[src/cfdl_pkg.sv]
// Shared types and constants of the cubic fractional delay line.
// Depends on nothing; the top level and cfdl_interp import it.
`default_nettype none

package cfdl_pkg;

    localparam int DEPTH    = 131072;
    localparam int GUARD    = 4;
    localparam int SAMPLE_W = 24;
    localparam int DLY_W    = 33;
    localparam int FRAC_W   = 16;
    localparam int ADDR_W   = $clog2(DEPTH);
    localparam int RP_W     = ADDR_W + FRAC_W;
    localparam int CMP_W    = (RP_W + 1 > DLY_W) ? RP_W + 1 : DLY_W;
    localparam int SUM_W    = CMP_W + 1;
    localparam int ACC_W    = 30;
    localparam int PROD_W   = ACC_W + FRAC_W + 1;

    localparam logic [CMP_W-1:0]  DLY_MIN   = CMP_W'(1) << FRAC_W;
    localparam logic [CMP_W-1:0]  DLY_MAX   = CMP_W'(DEPTH - GUARD) << FRAC_W;
    localparam logic [SUM_W-1:0]  SPAN      = SUM_W'(DEPTH) << FRAC_W;
    localparam logic [ADDR_W-1:0] ADDR_LAST = ADDR_W'(DEPTH - 1);

    localparam logic signed [PROD_W-1:0] PROD_HALF = PROD_W'(1) << (FRAC_W - 1);
    localparam logic signed [ACC_W-1:0]  ACC_ONE   = ACC_W'(1);
    localparam logic signed [ACC_W-1:0]  SAT_MAX   = ACC_W'((1 << (SAMPLE_W - 1)) - 1);
    localparam logic signed [ACC_W-1:0]  SAT_MIN   = -(ACC_W'(1) << (SAMPLE_W - 1));

    typedef logic signed [SAMPLE_W-1:0] sample_t;
    typedef sample_t [3:0] tap_vec_t;
    typedef logic signed [ACC_W-1:0] acc_t;

    typedef struct packed {
        logic              start;
        logic [FRAC_W-1:0] frac;
    } cfdl_req_t;

    typedef struct packed {
        logic    done;
        sample_t result;
    } cfdl_stat_t;

endpackage

`default_nettype wire

[src/cfdl_interp.sv]
// Catmull-Rom coefficient and Horner evaluation unit with one shared multiplier.
// Depends on cfdl_pkg for the sample, tap and handshake types.
`default_nettype none

module cfdl_interp
    import cfdl_pkg::*;
(
    input  wire logic       clk,
    input  wire logic       rst_n,
    input  wire cfdl_req_t  req,
    input  wire tap_vec_t   taps,
    output cfdl_stat_t      stat
);

    typedef enum logic [4:0] {
        I_IDLE = 5'b00001,
        I_COEF = 5'b00010,
        I_MUL  = 5'b00100,
        I_ACC  = 5'b01000,
        I_FIN  = 5'b10000
    } istate_t;

    istate_t state_reg, state_next;
    logic [1:0] step_reg;
    logic       done_reg;
    sample_t    result_reg;
    acc_t       a_reg;
    acc_t       kc_reg [3];
    logic signed [PROD_W-1:0] prod_reg;

    acc_t em, e0, e1, e2;
    acc_t k0, k1, k2, k3;
    logic signed [FRAC_W:0]   frac_s;
    logic signed [PROD_W-1:0] prod_sum;
    logic signed [PROD_W-1:0] prod_rnd;
    acc_t a_next;
    acc_t half;
    acc_t sat;

    assign em = ACC_W'(taps[0]);
    assign e0 = ACC_W'(taps[1]);
    assign e1 = ACC_W'(taps[2]);
    assign e2 = ACC_W'(taps[3]);

    assign k0 = e0 <<< 1;
    assign k1 = e1 - em;
    assign k2 = (em <<< 1) - (e0 <<< 2) - e0 + (e1 <<< 2) - e2;
    assign k3 = (e2 - em) + ((e0 - e1) <<< 1) + (e0 - e1);

    assign frac_s   = {1'b0, req.frac};
    assign prod_sum = prod_reg + PROD_HALF;
    assign prod_rnd = prod_sum >>> FRAC_W;
    assign a_next   = prod_rnd[ACC_W-1:0] + kc_reg[step_reg];

    assign half = (a_reg + ACC_ONE) >>> 1;

    always_comb
    begin
        if (half > SAT_MAX)
        begin
            sat = SAT_MAX;
        end
        else if (half < SAT_MIN)
        begin
            sat = SAT_MIN;
        end
        else
        begin
            sat = half;
        end
    end

    always_comb
    begin
        state_next = state_reg;
        unique case (state_reg)
            I_IDLE:
            begin
                if (req.start)
                begin
                    state_next = I_COEF;
                end
            end
            I_COEF: state_next = I_MUL;
            I_MUL:  state_next = I_ACC;
            I_ACC:  state_next = (step_reg == 2'd2) ? I_FIN : I_MUL;
            I_FIN:  state_next = I_IDLE;
            default: state_next = I_IDLE;
        endcase
    end

    always_ff @(posedge clk or negedge rst_n)
    begin
        if (!rst_n)
        begin
            state_reg <= I_IDLE;
            step_reg  <= 2'd0;
            done_reg  <= 1'b0;
        end
        else
        begin
            state_reg <= state_next;
            done_reg  <= (state_reg == I_FIN);
            if (state_reg == I_COEF)
            begin
                step_reg <= 2'd0;
            end
            else if (state_reg == I_ACC)
            begin
                step_reg <= step_reg + 2'd1;
            end
        end
    end

    always_ff @(posedge clk)
    begin
        if (state_reg == I_COEF)
        begin
            a_reg     <= k3;
            kc_reg[0] <= k2;
            kc_reg[1] <= k1;
            kc_reg[2] <= k0;
        end
        if (state_reg == I_MUL)
        begin
            prod_reg <= a_reg * frac_s;
        end
        if (state_reg == I_ACC)
        begin
            a_reg <= a_next;
        end
        if (state_reg == I_FIN)
        begin
            result_reg <= sat[SAMPLE_W-1:0];
        end
    end

    assign stat.done   = done_reg;
    assign stat.result = result_reg;

endmodule

`default_nettype wire
[config.mk]
export PLATFORM = sky130hd
export DESIGN_NAME = cfdl_interp
export DESIGN_NICKNAME = d
export VERILOG_FILES = /design/src/cfdl_pkg.sv /design/src/cfdl_interp.sv
export SDC_FILE = /design/constraint.sdc
export NUM_CORES = 2
export LEC_CHECK = 0
export ABC_AREA = 1
export ABC_CLOCK_PERIOD_IN_PS = 8250
export BUFFER_PORTS_ARGS = -buffer_cell sky130_fd_sc_hd__buf_2
export CORE_ASPECT_RATIO = 0.9
export CORE_MARGIN = 2
export CORE_UTILIZATION = 50
export CTS_CLUSTER_SIZE = 10
export DETAILED_ROUTE_END_ITERATION = 8
export PLACE_DENSITY_LB_ADDON = 0.3
export SLEW_MARGIN = 0
export SYNTH_ARGS = -nofsm -noshare
export SYNTH_HDL_FRONTEND = slang
export SYNTH_SLANG_ARGS = --single-unit
export TNS_END_PERCENT = 20
[constraint.sdc]
create_clock -name clk -period 8.25 [get_ports clk]
set_input_delay 0.4125 -clock clk [delete_from_list [all_inputs] [get_ports clk]]
set_output_delay 0.4125 -clock clk [all_outputs]
set_load 0.01 [all_outputs]
==> impl_metrics.yaml <==
run_status:
  status: "finished, final reports clean"
synth:
  synth_area_um2: 36800
  synth.most_common_cell: "nand2_1"
  postSynthAreaPerCell_um2: 7.57
  synthCells: 4865
  synthArstFlopShare_pct: 4.65
  synth_edf_count: 164
  yosysSeqAreaShare_pct: 13.9
  ys_top_cells_by_count: "1226 x nand2_1, 1174 x inv_1, 583 x fa_1"
  synth_top_cells_by_area: "fa_1 32%, edfxtp_1 13%, nand2_1 12%"
  ys_warn_count: 0
  synth_top_area_share_pct: 31.7
  synth.distinct_cells: 47
  ys.flop_type: "edfxtp_1"
  syn-num-nets: 5812
  synth_area_leader_cell: "fa_1"
  ys_ff_latch: 172
clock_network:
  cts_tree: "built"
  clock_latency_ns: 0.51
  cts.path.max_buffers: 2
  cts-resized-gates: 0
  holdBufCountCts: 1
  cts-root-buf: "clkbuf_16"
  cts_made_buffers: 17
  clkTransAtPathRegs_ns: 0.09
  cts.sinks: 172
  cts_setup_buffers: 0
  htree_levels: 4
floorplanning:
  dieArea_um2: 75800
  die_y_um: 261
  rows: 94
  die_width_um: 290
  start_util_pct: 50.4
  core_um2: 73000
  io_pins: 140
place:
  gp_congestion: 1.04
  dpl.hpwl_um: 105000
  portBuffers: 139
sta:
  fin_crit_sh_pct: 82.9
  period_needed_ns: 6.84
  setup_viol: 0
  max_slew_margin_pct: 21.2
  grt_setup_unrepaired: "no"
  hold_viol_final: 0
  max_freq_mhz: 146
  maxSlewViolCount: 0
  worst_pin_slew_ns: 1.18
  fin_skew_ns: 0.0196
  fin_tns_setup_ns: 0
detailed_routing:
  drtIter0Drc: 3567
  wl_met1_um: 57100
  met2_length_um: 49000
  wl_um: 122000
  drc_errors: 0
  route.met3.wl_um: 14100
  vias: 32000
  first_pass_iters: 6
  via_per_inst: 5.44
  ant_nets: 0
  top_layer: "met5"
  post_drt_wl_per_cell_um: 20.8
hold_path:
  hold_path.class: "in2reg"
setup_path:
  r2r_slack_ns: 1.41
  r2r-start: "a_reg[29]"
  crit_type: "reg2reg"
  critPathCaptureType: "register"
  worstPathRequired_ns: 8.51
  worstRegToRegCells: 18
  crit_end: "prod_reg[44]"
  worstSetupStartpointType: "register"
  cp_max_fo: 18
  r2r_end: "prod_reg[44]"
  arrival_ns: 7.10
  startpoint: "a_reg[29]"
grt:
  grt_pass1_wl_um: 189000
  track_usage_pct: 33.1
  grt_pass1_vias: 31100
  antenna_found_initial: 2
  grt_overflow_total: 0
  grt_max_degree: 65
layout:
  nNetsFinal: 5869
  syn_to_final_growth_pct: 5.60
  drive_gt1_share_pct: 5.37
  largest_reg_flops: 79
  n_antenna_cell: 0
job:
  cap_violations: 0
[how the worst min path moves through the flow]
stage / cells past startpoint / from / endpoint / slack, ns
6_report: 1 / taps[43] / kc_reg[2][20] / 0.12
5_1_grt: 1 / taps[43] / kc_reg[2][20] / 0.11
4_1_cts: 1 / taps[43] / kc_reg[2][20] / 0.1
3_5_place_dp: 1 / rst_n / state_reg[1] / 0.28
3_3_place_gp: 1 / rst_n / state_reg[1] / 0.28
2_1_floorplan: 0 / rst_n / done_reg / 0.12
[worst max-delay path, cell delays in order, from the launching register on]
cell and delay, ns:
edfxtp_1 1.01, nand2_1 0.32, fa_1 0.83, fa_1 0.46, inv_1 0.38, fa_1 0.53
fa_1 0.50, fa_1 0.49, inv_1 0.05, fa_1 0.48, inv_1 0.05, ha_1 0.42
nand2_1 0.14, nor2_1 0.24, nand2_1 0.12, nor3_1 0.22, nand3_1 0.14, nand4_1 0.15
nand2_1 0.05
[metrics by stage]
step	cells	worst slack [ns]	cell area, um^2	hold WS, ns	utilization, %
after global placement	5862	1.52	38300	0.285	52.5
final	5895	1.41	38900	0.123	53.2
after CTS	5895	1.41	38900	0.0956	53.2
after global routing	5895	0.922	38900	0.109	53.2
after floorplan	4865	2.55	36800	0.117	-
after detailed placement	5862	1.47	38300	0.282	52.5
[logic make-up after synthesis]
logic type / share of synthesized area (%)
fa+ha+maj: 40.2
xor+xnor: 3.40
buf+inv: 13.7
simple gates: 21.5
compound gates: 7.31
flops: 13.9
[layout by cell type (no fill, tap or decap), drive strengths merged, types with 2 or more instances in the layout]
master / instances
and2: 3
nor3: 55
a31oi: 6
xor2: 98
nand3: 169
clkinvlp: 2
or2: 7
a21o: 16
fa: 583
nand3b: 11
o21ai: 199
xnor2: 45
clkbuf: 19
ha: 249
nor4: 13
o211ai: 3
buf: 166
edfxtp: 164
nand2: 1261
a21boi: 4
nand4: 65
clkinv: 3
nor2: 321
o21bai: 29
inv: 1185
dfrtp: 7
o31ai: 3
o21a: 9
a21oi: 232
[final cells by class]
cell class / count / area [um^2]
timing repair buffer: 167 / 908
clock inverter: 13 / 121
clock buffer: 19 / 443
inverter: 1177 / 4420
fill: 7194 / 34200
multi-input combinational: 3387 / 26700
tap: 960 / 1200
sequential: 172 / 5130
[routing by layer]
| metal | track usage, % | vias to the layer above |
|---|---|---|
| li1 | - | 14800 |
| met1 | 51.6 | 15400 |
| met2 | 46.0 | 1640 |
| met3 | 8.44 | 114 |
| met4 | 6.77 | 4 |
| met5 | 0 | - |
Power is left out: the tool's default activity adds up to more than one toggle a clock period on the data nets, which glitch-free logic cannot reach.
